### src/design/wis_pkg.sv
// Shared types and constants for the weighted index sampler.
// No dependencies; used by wis_ctrl, wis_dp and the top level.
`timescale 1ns / 1ps

package wis_pkg;

  // Table geometry
  localparam int unsigned MaxEntries = 1024;
  localparam int unsigned IdxW       = $clog2(MaxEntries);
  localparam int unsigned CntW       = $clog2(MaxEntries + 1);
  localparam int unsigned WeightW    = 64;

  // Stream payload widths
  localparam int unsigned InDataW  = 128;  // stake, roll
  localparam int unsigned InUserW  = 2;    // opcode
  localparam int unsigned OutDataW = 80;   // entry_index, total_weight, zero fill
  localparam int unsigned OutUserW = 3;    // status

  typedef enum logic [1:0] {
    OP_CLEAR  = 2'd0,
    OP_APPEND = 2'd1,
    OP_LOOKUP = 2'd2,
    OP_NONE   = 2'd3
  } opcode_e;

  typedef enum logic [2:0] {
    STS_OK       = 3'd0,
    STS_RANGE    = 3'd1,
    STS_EMPTY    = 3'd2,
    STS_FULL     = 3'd3,
    STS_OVERFLOW = 3'd4
  } status_e;

  typedef enum logic [1:0] {
    ST_IDLE,
    ST_EXEC,
    ST_SEARCH,
    ST_FINISH
  } state_e;

  // Controller to datapath
  typedef struct packed {
    logic accept;  // latch the input transfer
    logic exec;    // run clear / append / lookup checks, start search
    logic step;    // one binary search step
    logic emit;    // move the result into the output register
  } dp_cmd_t;

  // Datapath to controller
  typedef struct packed {
    logic need_search;  // lookup passed its checks (valid in EXEC)
    logic search_last;  // current step closes the search
    logic out_free;     // output register can take a result
  } dp_sts_t;

endpackage

### src/design/wis_ctrl.sv
// Sequencer for the weighted index sampler.
// Depends on wis_pkg; drives wis_dp through dp_cmd_t, watches dp_sts_t.
`timescale 1ns / 1ps

module wis_ctrl import wis_pkg::*; (
  input  logic    clk_i,
  input  logic    rst_ni,
  input  logic    in_valid_i,
  output logic    in_ready_o,
  input  dp_sts_t sts_i,
  output dp_cmd_t cmd_o
);

  state_e state_q, state_d;

  // State register
  always_ff @(posedge clk_i or negedge rst_ni) begin
    if (!rst_ni) begin
      state_q <= ST_IDLE;
    end else begin
      state_q <= state_d;
    end
  end

  // Next state
  always_comb begin
    state_d = state_q;
    unique case (state_q)
      ST_IDLE: begin
        if (in_valid_i) state_d = ST_EXEC;
      end
      ST_EXEC: begin
        state_d = sts_i.need_search ? ST_SEARCH : ST_FINISH;
      end
      ST_SEARCH: begin
        if (sts_i.search_last) state_d = ST_FINISH;
      end
      ST_FINISH: begin
        if (sts_i.out_free) state_d = ST_IDLE;
      end
      default: state_d = ST_IDLE;
    endcase
  end

  // Outputs
  always_comb begin
    cmd_o      = '0;
    in_ready_o = 1'b0;
    unique case (state_q)
      ST_IDLE: begin
        in_ready_o   = 1'b1;
        cmd_o.accept = in_valid_i;
      end
      ST_EXEC:   cmd_o.exec = 1'b1;
      ST_SEARCH: cmd_o.step = 1'b1;
      ST_FINISH: cmd_o.emit = sts_i.out_free;
      default: ;
    endcase
  end

endmodule

### config.mk
export PLATFORM = sky130hd
export DESIGN_NAME = wis_ctrl
export DESIGN_NICKNAME = d
export VERILOG_FILES = /design/src/design/wis_pkg.sv /design/src/design/wis_ctrl.sv
export SDC_FILE = /design/constraint.sdc
export NUM_CORES = 1
export LEC_CHECK = 0
export ABC_AREA = 1
export BUFFER_PORTS_ARGS = -buffer_cell sky130_fd_sc_hd__buf_4
export CAP_MARGIN = 40
export CORE_AREA = 8 8 45 47
export DETAILED_ROUTE_END_ITERATION = 12
export DIE_AREA = 0 0 53 55
export GPL_ROUTABILITY_DRIVEN = 0
export GPL_TIMING_DRIVEN = 1
export PLACE_DENSITY_LB_ADDON = 0.25
export SLEW_MARGIN = 20
export SYNTH_ARGS = -nofsm -noshare
export SYNTH_HDL_FRONTEND = slang
export SYNTH_SLANG_ARGS = --single-unit
### constraint.sdc
create_clock -name clk_i -period 1.15 [get_ports clk_i]
set_clock_uncertainty 0.05 [all_clocks]
set_input_delay 0.345 -clock clk_i [delete_from_list [all_inputs] [get_ports clk_i]]
set_output_delay 0.345 -clock clk_i [all_outputs]
set_load 0.02 [all_outputs]
* After elaboration in Yosys (flattened, before gate mapping)
Index checks and enable logic that the tools add are counted.
** Word-level totals
- Register bits :: 2
- Logic and storage cells :: 19
** Operators by class
- Eq/ne operators :: 6
- Multiplexer cells :: 10
- Reduce and logical (&&, ||, !) cells :: 2
** Operators by type and width (count)
- $pmux 2 s4 :: 1
- $mux 1 :: 6
- $mux 2 :: 3
- $ne 2x2->1 const B :: 3
- $eq 2x2->1 const B :: 2
- $reduce_and 3->1 :: 1
- $eq 2x1->1 const B :: 1
- $logic_not 2->1 :: 1

* Logic depth before layout (Yosys ltp)
Gate-level depths: netlist of run 1.
- Depth after elaboration :: 3
- Mapped depth :: 7

* Least setup slack after synthesis of run 1
No wires, ideal clock.
- Kind :: register to output
- Start :: reg state_q[0]
- End :: out cmd_o[3] (netlist name)
- Arrival time :: 1.047 ns
- Data required time :: 0.755 ns
- Setup slack :: -0.292 ns
- Stages on the path, launching flop included :: 5
- Path buffers :: 0
- Path through :: dfrtp_1 -> inv_1 -> ha_1 -> nand2_1 -> inv_1
** RTL lines
- start: declaration :: line wis_ctrl.sv:14 : state_e state_q, state_d;
- start signal: assignment :: line wis_ctrl.sv:21 : state_q <= state_d;
- end: declaration :: line wis_ctrl.sv:11 : output dp_cmd_t cmd_o

==> results of run 1 <==
==> worst reg2reg max path, stage by stage, from the launching register on <==
cell	delay, ns
dfrtp_2	0.44
ha_2	0.20
buf_4	0.13
nand2_4	0.07
nand2_2	0.07
nor2_4	0.11
nand2_1	0.06
nand2_1	0.06
==> logic make-up after synthesis <==
group | Yosys count
AND/OR/NAND/NOR | 17
buffers and inverters | 10
adder cells (fa/ha/maj) | 4
flip-flops | 2
==> worst paths after layout <==
kind,start,end
max,state_q[0],cmd_o[3]
max reg2reg,state_q[0],state_q[1]
min in group clk_i,sts_i[2],state_q[0]
max in group asynchronous,rst_ni,state_q[1]
min,rst_ni,state_q[0]
min reg2reg,state_q[0],state_q[0]
==> per-layer routing <==
layer | GRT usage [%] | vias up
met5 | 0 | -
met4 | 3.879 | 0
met3 | 1.872 | 0
met2 | 7.813 | 6
met1 | 3.951 | 118
li1 | - | 132
==> power by group through the flow <==
stage / clock network, mW / registers, mW / logic, mW
6_report: 0.153 / 0.177 / 0.967
5_1_grt: 0.163 / 0.186 / 1.06
4_1_cts: 0.167 / 0.161 / 0.815
3_5_place_dp: 0 / 0.161 / 0.737
3_3_place_gp: 0 / 0.164 / 0.752
2_1_floorplan: 0 / 0.156 / 0.510
==> placed cells by master (no fill, tap or decap), drive strengths merged <==
master	n
buf	15
clkbuf	3
dfrtp	2
dlygate4sd3	1
ha	4
inv	10
nand2	13
nand3	3
nor2	1
==> per-stage QoR <==
stage	utilization (%)	setup slack (ns)
detailed placement	25.68	-0.1309
CTS	29.84	-0.3775
global route	33.82	-0.3914
floorplan	-	-0.07105
finish	33.82	-0.3465
global placement	25.68	-0.1287
==> what timing repair did <==
item,4_1_cts,5_1_grt
setup buffers,1,3
cloned,0,0
setup endpoints to repair,7,7
hold buffers,1,0
pin swaps,1,7
endpoints found under the hold margin,2,0
gates resized for setup,4,10
==> final cells by class <==
cell class	count	share of cell area [%]
inverter	10	8.556
multi-input combinational	21	41.71
sequential	2	11.23
clock buffer	3	4.813
timing repair buffer	16	29.41
tap	16	4.278
==> summary.txt, run 1 <==
Finish
  – Area Overhead vs Synth: 105.5%
  – Final Non-Filler Cells: 68
  – Reg area: 52.55 um^2
  – Layout cells sized above 1: 67.31%
  – Footprint of the multi-input gates: 195.2 um^2
  – Nets: 64
  – Final Instance Area: 467.9 um^2
  – Top Registers: state_q (2)
  – N_diodes: 0
  – Register bank with the most flops: state_q
  – Max reg flops: 2
  – Fill cells: 152

Synth
  – Cell taking the most area after synthesis: dfrtp_1
  – Top cells by area, synth: dfrtp_1 22%, ha_1 22%, inv_1 15%, nand2_1 15%, nand2_2 8.2%
  – Synth Area in Simple Gates: 39.56%
  – Yosys top cell area share: 21.98%
  – Largest family of logic cells by synthesized area: simple AND/OR/NAND/NOR gates
  – Synthesized flop and latch total: 2
  – Adder-Cell Fraction of Synth Area: 21.98%
  – Sequential-to-total area share from yosys stat: 21.98%
  – Number of synthesized flops with an enable pin: 0
  – Commonest cells in the netlist: 9 x inv_1, 9 x nand2_1, 4 x ha_1
  – Top_reg_cell synth: dfrtp_1
  – Yosys cell types: 9
  – Post-synthesis cell area: 227.7 um^2
  – Post-Syn Instances: 33
  – Avg Inst Size Synth: 6.901 um^2
  – Post-Synth XOR/XNOR Area: 0%
  – Syn nets: 43
  – Synth async-reset ratio: 100.0%
  – Mux contribution to synthesized area: 0%
  – Synth Area in Compound Gates: 0%
  – Yosys warnings: 0

Drt
  – WL met3: 57 um
  – 1st-iter DRT viols: 0
  – WL met1: 206 um
  – Vias: 256
  – Drt wl/cell: 8.868 um
  – WL met2: 338 um
  – Max Used Layer: met3
  – Routed WL: 603 um
  – Via density: 3.765
  – Drc violations: 0
  – Drt pass-1 iters: 1
  – Final ANT Viol Nets: 0

Power and ir drop
  – Combinational power share: 74.6%
  – Max VDD drop: 826.3 uV
  – Total power: 1.297 mW
  – Sw Share: 44.11%
  – Pwr dens: 2771 mW/mm^2
  – Int Pwr: 0.7247 mW
  – Clock Power Share: 11.8%
  – Lkg Pwr: 0.2757 nW
  – Seq pwr share: 13.6%
  – Switch Pwr: 0.5719 mW

CTS
  – Num CTS Buffers: 3
  – Clk Latency, worst-skew pair: 0.22 ns
  – Clk slew on worst S/H paths: 0.03 ns
  – Max clock buf depth: 2
  – CTS tree: yes
  – Clk sinks: 2
  – H-tree lvl count: 1
  – Root Buffer: clkbuf_4

Setup path
  – Slowest stage delay, CP: 0.44 ns
  – Crit path cell chain: inv_4, ha_4, nand2_2, inv_2, buf_6
  – Crit end category: output port
  – Startpoint Class: flop
  – Crit-path leading delay family: flip-flops
  – WP data required: 0.75 ns
  – CP Class: flop to output port
  – CP Max Fanout: 5
  – Critical path depth: 5
  – Worst EP arrival: 1.10 ns
  – R2R depth: 7
  – CP bufs+invs: 3
  – Worst reg2reg setup slack: -0.10 ns
  – CP max-delay cell: dfrtp_2

Run
  – Max cap viols: 0

Global route
  – GRT overflow: 0
  – Vias in the first global route: 268
  – Pin count of the biggest net entering global routing: 6
  – Total GRT Usage: 4.481%
  – First-pass GRT wire length: 945 um
  – Initial antenna violation count: 0

STA
  – Final worst slack: -0.3465 ns
  – Final Max Slew Viols: 0
  – Hold Fails Final Rpt: 0
  – Worst Tran Pin Value: 0.1288 ns
  – RSZ-0062 raised after global routing: true
  – Max-slew headroom: 91.41%
  – Minimum clock period: 1.497 ns
  – FMAX: 668.2 MHz
  – Hold_ws: 0.3960 ns
  – Fin crit share: 130.1%
  – Setup TNS: -1.731 ns
  – Final setup violation count: 7

Status
  – Status: finished, violations left
  – Failing checks: setup timing

Placed design
  – Port Buffers: 10
  – Placed insts: 61
  – Area after DPL: 355.3 um^2
  – Dpl hpwl: 452.6 um

Floorplan
  – Initial Util: 16.46%
  – # IOs: 11
  – Core area: 0.001384 mm^2
  – Die area: 0.002915 mm^2
  – Die Span Y: 55 um
  – Die Span X: 53 um
  – Cell Rows: 14

Worst hold path
  – Min-Delay Path Class: input port to asynchronous set/reset pin
Power figures use the tool's default switching activity.
==> run 2, diff against run 1 <==
--- a/config.mk
+++ b/config.mk
@@ -8,12 +8,13 @@
 export ABC_AREA = 1
 export BUFFER_PORTS_ARGS = -buffer_cell sky130_fd_sc_hd__buf_4
 export CAP_MARGIN = 40
-export CORE_AREA = 8 8 45 47
+export CORE_AREA = 10 10 47 49
 export DETAILED_ROUTE_END_ITERATION = 12
-export DIE_AREA = 0 0 53 55
+export DIE_AREA = 0 0 57 59
 export GPL_ROUTABILITY_DRIVEN = 0
 export GPL_TIMING_DRIVEN = 1
 export PLACE_DENSITY_LB_ADDON = 0.25
+export SKIP_CTS_REPAIR_TIMING = 1
 export SLEW_MARGIN = 20
 export SYNTH_ARGS = -nofsm -noshare
 export SYNTH_HDL_FRONTEND = slang
==> run 2 against run 1 <==
Against the previous run:
- the run still ends with setup timing left
- register-to-register slack worse by 0.03 ns
- count of clock-buffer cells in the layout is the same
- via count down 4.3%
- setup slack better by 0.020 ns
- sequential cell count unchanged
- highest routed layer unchanged
==> summary.txt, run 2 (same netlist as run 1, synthesis figures left out) <==
Setup path
  – Crit end category: output port
  – WP data required: 0.75 ns (about the same)
  – Startpoint Class: flop
  – CP Class: flop to output port
  – Worst EP arrival: 1.08 ns (-0.02 ns)
  – CP Max Fanout: 5 (unchanged)

Finish
  – Area Overhead vs Synth: 96.70%
  – Most frequent cells in the layout: 11 x buf_4, 8 x nand2_1, 6 x inv_1, 4 x buf_6
  – Top Registers: state_q (2)
  – Final Non-Filler Cells: 68 (unchanged)
  – Nets: 64 (unchanged)
  – Layout cells sized above 1: 63.46% (-3.8 points)
  – Most common cell after layout, fill and taps aside: buf_4
  – Register bank with the most flops: state_q
  – Max reg flops: 2 (unchanged)
  – Core Util, Final: 31.96% (-1.9 points)
  – N_diodes: 0 (unchanged)

Floorplan
  – Die Span X: 57 um (+7.5%)
  – Core area: 0.001401 mm^2 (+1.3%)
  – Die Span Y: 59 um (+7.3%)
  – Cell Rows: 14 (unchanged)
  – # IOs: 11 (unchanged)
  – Initial Util: 16.25% (-0.21 points)
  – Die area: 0.003363 mm^2 (+15%)

Drt
  – Drt pass-1 iters: 2 (+1)
  – 1st-iter DRT viols: 1 (+1)
  – Drt wl/cell: 8.544 um (-3.6%)
  – Routed WL: 581 um (-3.6%)
  – Vias: 245 (-4.3%)
  – Final ANT Viol Nets: 0 (unchanged)
  – Drc violations: 0 (unchanged)
  – Via density: 3.603 (-4.3%)

STA
  – FMAX: 677.3 MHz (+1.4%)
  – Worst Tran Pin Value: 0.1246 ns (-0.004257 ns)
  – RSZ-0062 raised after global routing: true
  – Final Max Slew Viols: 0 (unchanged)
  – Hold Fails Final Rpt: 0 (unchanged)
  – Final setup violation count: 7 (unchanged)
  – Minimum clock period: 1.476 ns (-0.02016 ns)
  – Fin crit share: 128.4% (-1.8 points)
  – Final worst slack: -0.3264 ns (+0.02016 ns)
  – Max-slew headroom: 91.69% (+0.28 points)

Global route
  – Total GRT Usage: 3.665% (-0.82 points)
  – GRT overflow: 0 (unchanged)
  – Vias in the first global route: 233 (-13%)
  – Initial antenna violation count: 0 (unchanged)
  – Pin count of the biggest net entering global routing: 6 (unchanged)
  – First-pass GRT wire length: 876 um (-7.3%)

Run
  – Max cap viols: 0 (unchanged)

CTS
  – Max clock buf depth: 2 (unchanged)
  – Clk slew on worst S/H paths: 0.03 ns (about the same)
  – Num CTS Buffers: 3 (unchanged)
  – Root Buffer: clkbuf_4
  – Clk Latency, worst-skew pair: 0.22 ns (about the same)
  – H-tree lvl count: 1 (unchanged)
  – CTS tree: yes
  – Clk sinks: 2 (unchanged)

Power and ir drop
  – Pwr dens: 2736 mW/mm^2 (-1.3%)
  – Max VDD drop: 1234 uV (+49%)
  – Lkg Pwr: 0.2578 nW (-6.5%)

Placed design
  – Placed insts: 60 (-1.6%)
  – Port Buffers: 10 (unchanged)
  – Dpl hpwl: 483.3 um (+6.8%)

Worst hold path
  – Min-Delay Path Class: input port to asynchronous set/reset pin

Status
  – Status: finished, violations left
  – Failing checks: setup timing
[run 2: per-layer routing]
metal / up-vias / track usage [%] / share of wire (%)
li1: 131 / - / -
met1: 108 / 2.715 / 35
met2: 6 / 6.047 / 60
met3: 0 / 1.717 / 4.0
met4: 0 / 5.034 / 0
met5: - / 0 / 0
[run 2: layout make-up]
cell class	count	area [um^2]
inverter	10	40.04
multi-input combinational	21	175.2
clock buffer	3	22.52
fill	161	953.4
tap	16	20.02
sequential	2	52.55
timing repair buffer	16	137.6
[run 2: critical path, cell delays in order (launching register included)]
cell and delay, ns:
dfrtp_2 0.43, inv_4 0.09, ha_4 0.15, nand2_2 0.05, inv_2 0.04, buf_6 0.10
[run 2: worst paths after layout]
path	start	end	slack (ns)	cells after the start
worst max-delay path	state_q[0]	cmd_o[3]	-0.33	5
worst min-delay path	rst_ni	state_q[0]	0.39	2
worst max register to register	state_q[1]	state_q[1]	-0.13	8
worst min register to register	state_q[1]	state_q[1]	0.50	2
max in group asynchronous	rst_ni	state_q[1]	0.57	2
min in group clk_i	sts_i[2]	state_q[0]	0.47	6
[run 2: through the flow]
step           TNS (ns)  setup WS [ns]  area, um^2  hold slack (ns)  total power [mW]
2_1_floorplan   -0.1439       -0.07105       245.2       -0.0005911            0.6653
3_3_place_gp    -0.7185        -0.1350       347.8          0.07940            0.8727
3_5_place_dp    -0.7157        -0.1354       347.8          0.07881            0.8765
4_1_cts          -1.960        -0.3788       370.4          -0.1631             1.044
5_1_grt          -2.296        -0.4033       447.9           0.3870             1.351
6_report         -1.805        -0.3264       447.9           0.3852             1.226
[run 2: power by group]
group	leakage, nW	total (mW)	switching (mW)	internal (mW)
combinational	0.222	0.896	0.438	0.457
clock	0.0138	0.153	0.0383	0.115
sequential	0.0218	0.177	0.0582	0.119
total	0.258	1.23	0.535	0.691
==> run 3, diff against run 2 <==
--- a/config.mk
+++ b/config.mk
@@ -5,7 +5,6 @@
 export SDC_FILE = /design/constraint.sdc
 export NUM_CORES = 1
 export LEC_CHECK = 0
-export ABC_AREA = 1
 export BUFFER_PORTS_ARGS = -buffer_cell sky130_fd_sc_hd__buf_4
 export CAP_MARGIN = 40
 export CORE_AREA = 10 10 47 49
@@ -14,6 +13,7 @@
 export GPL_ROUTABILITY_DRIVEN = 0
 export GPL_TIMING_DRIVEN = 1
 export PLACE_DENSITY_LB_ADDON = 0.25
+export SETUP_SLACK_MARGIN = 0.3
 export SKIP_CTS_REPAIR_TIMING = 1
 export SLEW_MARGIN = 20
 export SYNTH_ARGS = -nofsm -noshare
==> run 3 against run 2 <==
Against the previous run:
- the flow still finishes with violations (setup timing)
- cell count down 19%
- non-clock buffer count up 1
- sequential share of layout area up 0.54 points
- routed wire length down 1.2%
- first-iteration DRC count rose to 4.0 times the previous value
- via count down 14%
- largest power group unchanged
==> summary.txt, run 3 <==
Status
  – Status: finished, violations left
  – Failing checks: setup timing

Synth
  – Number of synthesized flops with an enable pin: 0 (unchanged)
  – Synthesized flop and latch total: 2 (unchanged)
  – Top cells by area, synth: dfrtp_1 26%, ha_1 26%, nand2b_1 13%, mux2_4 7.7%, and3_4 5.8%
  – Cell taking the most area after synthesis: dfrtp_1
  – Avg Inst Size Synth: 10.27 um^2 (+49%)
  – Post-Syn Instances: 19 (-42%)
  – Commonest cells in the netlist: 4 x ha_1, 4 x nand2b_1, 2 x dfrtp_1, 2 x inv_1
  – Yosys warnings: 0 (unchanged)
  – Yosys top cell area share: 25.64% (+3.7 points)
  – Syn nets: 29 (-33%)
  – Synth async-reset ratio: 100.0% (unchanged)
  – Top_reg_cell synth: dfrtp_1
  – Sequential-to-total area share from yosys stat: 25.64% (+3.7 points)
  – Post-synthesis cell area: 195.2 um^2 (-14%)
  – Yosys cell types: 11 (+2)

Setup path
  – CP Class: flop to output port
  – CP bufs+invs: 1 (-2)
  – Worst EP arrival: 1.13 ns (+0.05 ns)
  – WP data required: 0.75 ns (about the same)
  – Crit-path leading delay family: flip-flops
  – RR Startpoint: state_q[0]
  – R2R depth: 6 (-2)
  – Slowest stage delay, CP: 0.42 ns (about the same)
  – Startpoint Class: flop
  – R2r endpoint: state_q[1]
  – CP max-delay cell: dfrtp_2
  – CP Max Fanout: 5 (unchanged)
  – Crit end category: output port
  – Worst reg2reg setup slack: -0.36 ns (-0.23 ns)
  – Crit path cell chain: ha_2, and2_4, buf_4

Global route
  – First-pass GRT wire length: 821 um (-6.3%)
  – Initial antenna violation count: 0 (unchanged)
  – GRT overflow: 0 (unchanged)
  – Vias in the first global route: 202 (-13%)
  – Total GRT Usage: 3.241% (-0.42 points)
  – Pin count of the biggest net entering global routing: 6 (unchanged)

Finish
  – Final Instance Area: 417.9 um^2 (-6.7%)
  – Fill cells: 160 (-0.62%)
  – N_diodes: 0 (unchanged)
  – Most frequent cells in the layout: 12 x buf_4, 4 x nand2b_1, 4 x buf_6, 3 x clkbuf_4
  – Max reg flops: 2 (unchanged)
  – Final Non-Filler Cells: 55 (-19%)
  – Register bank with the most flops: state_q
  – Core Util, Final: 29.82% (-2.1 points)
  – Area Overhead vs Synth: 114.1%
  – Top Registers: state_q (2)
  – Most common cell after layout, fill and taps aside: buf_4
  – Nets: 51 (-20%)
  – Layout cells sized above 1: 79.49% (+16 points)

Drt
  – Routed WL: 574 um (-1.2%)
  – Drc violations: 0 (unchanged)
  – Drt wl/cell: 10.44 um (+22%)
  – Via density: 3.818 (+6.0%)
  – Drt pass-1 iters: 2 (unchanged)
  – Final ANT Viol Nets: 0 (unchanged)
  – Vias: 210 (-14%)
  – 1st-iter DRT viols: 4 (+3)

Power and ir drop
  – Pwr dens: 2881 mW/mm^2 (+5.3%)
  – Max VDD drop: 1224 uV (-0.77%)
  – Lkg Pwr: 0.1937 nW (-25%)

CTS
  – Clk Latency, worst-skew pair: 0.22 ns (about the same)
  – H-tree lvl count: 1 (unchanged)
  – Clk sinks: 2 (unchanged)
  – Root Buffer: clkbuf_4
  – CTS tree: yes
  – Clk slew on worst S/H paths: 0.03 ns (about the same)
  – Num CTS Buffers: 3 (unchanged)
  – Max clock buf depth: 2 (unchanged)

Floorplan
  – Die area: 0.003363 mm^2 (unchanged)
  – Die Span X: 57 um (unchanged)
  – Core area: 0.001401 mm^2 (unchanged)
  – Die Span Y: 59 um (unchanged)
  – # IOs: 11 (unchanged)
  – Initial Util: 13.93% (-2.3 points)
  – Cell Rows: 14 (unchanged)

Placed design
  – Area after DPL: 334.1 um^2 (-4.0%)
  – Port Buffers: 10 (unchanged)
  – DP Worst Slack: -0.2769 ns (-0.1415 ns)
  – Placed insts: 47 (-22%)

STA
  – RSZ-0062 raised after global routing: true
  – Fin crit share: 132.3% (+3.9 points)
  – FMAX: 657.3 MHz (-3.0%)
  – Final worst slack: -0.3714 ns (-0.04498 ns)
  – Max-slew headroom: 86.14% (-5.6 points)
  – Minimum clock period: 1.521 ns (+0.04497 ns)
  – Hold_ws: 0.3905 ns (+0.005347 ns)
  – Final setup violation count: 7 (unchanged)
  – Hold Fails Final Rpt: 0 (unchanged)
  – Final Max Slew Viols: 0 (unchanged)
  – Worst Tran Pin Value: 0.2052 ns (+0.08066 ns)

Run
  – Max cap viols: 0 (unchanged)

Worst hold path
  – Min-Delay Path Class: input port to asynchronous set/reset pin
## run 3: changes by cell type after synthesis, moves of 3 or more
cell and delta:
inv_1 -7, nand2_1 -9, nand2_2 -3, nand2b_1 +4, nand3_1 -3
## run 3: where the power goes
part	internal, mW	switching [mW]
combinational	0.522	0.361
sequential	0.116	0.0516
clock	0.115	0.0388
total	0.753	0.451
## run 3: metrics by stage
stage / TNS, ns / total power, mW
floorplan: -0.6371 / 0.6828
global placement: -1.168 / 0.8786
detailed placement: -1.167 / 0.8827
CTS: -2.403 / 1.049
global route: -2.803 / 1.318
finish: -2.384 / 1.204
## run 3: worst max-delay path by stage
| stage | start | to | slack, ns | cells past startpoint |
|---|---|---|---|---|
| 6_report | state_q[1] | cmd_o[0] | -0.37 | 3 |
| 5_1_grt | state_q[0] | state_q[0] | -0.44 | 7 |
| 4_1_cts | state_q[1] | cmd_o[3] | -0.47 | 4 |
| 3_5_place_dp | state_q[1] | state_q[1] | -0.28 | 5 |
| 3_3_place_gp | state_q[1] | state_q[1] | -0.29 | 5 |
| 2_1_floorplan | state_q[0] | state_q[1] | -0.24 | 5 |
## run 3: area by class of cell
type                       count  area (um^2)  area share, %
tap                           16        20.02          4.790
timing repair buffer          17        145.1          34.73
sequential                     2        51.30          12.28
multi-input combinational     15        171.4          41.02
inverter                       2        7.507          1.796
clock buffer                   3        22.52          5.389
## run 3: logic make-up (layout without fill, tap and decap cells)
group                    count (synthesis)  in the layout  share of synthesized area, %
adder cells (fa/ha/maj)                  4              4                         25.64
AO/OA/AOI/OAI                            2              2                         9.616
AND/OR/NAND/NOR                          8              8                         27.56
buffers and inverters                    2             22                         3.848
multiplexers                             1              1                         7.690
flip-flops                               2              2                         25.64
## run 3: worst reg2reg max path, delay by kind of cell, from the launching register on
kind / cells / cell delay, ns
flops: 1 / 0.40
mux: 1 / 0.29
simple gates: 2 / 0.28
buf+inv: 2 / 0.22
fa+ha+maj: 1 / 0.15
## run 3: layer usage
metal | up-vias | GRT usage (%) | share of wire [%]
met5 | - | 0 | 0
met4 | 0 | 2.013 | 0
met3 | 0 | 3.219 | 8.7
met2 | 5 | 4.961 | 58
met1 | 101 | 2.613 | 33
li1 | 104 | - | -
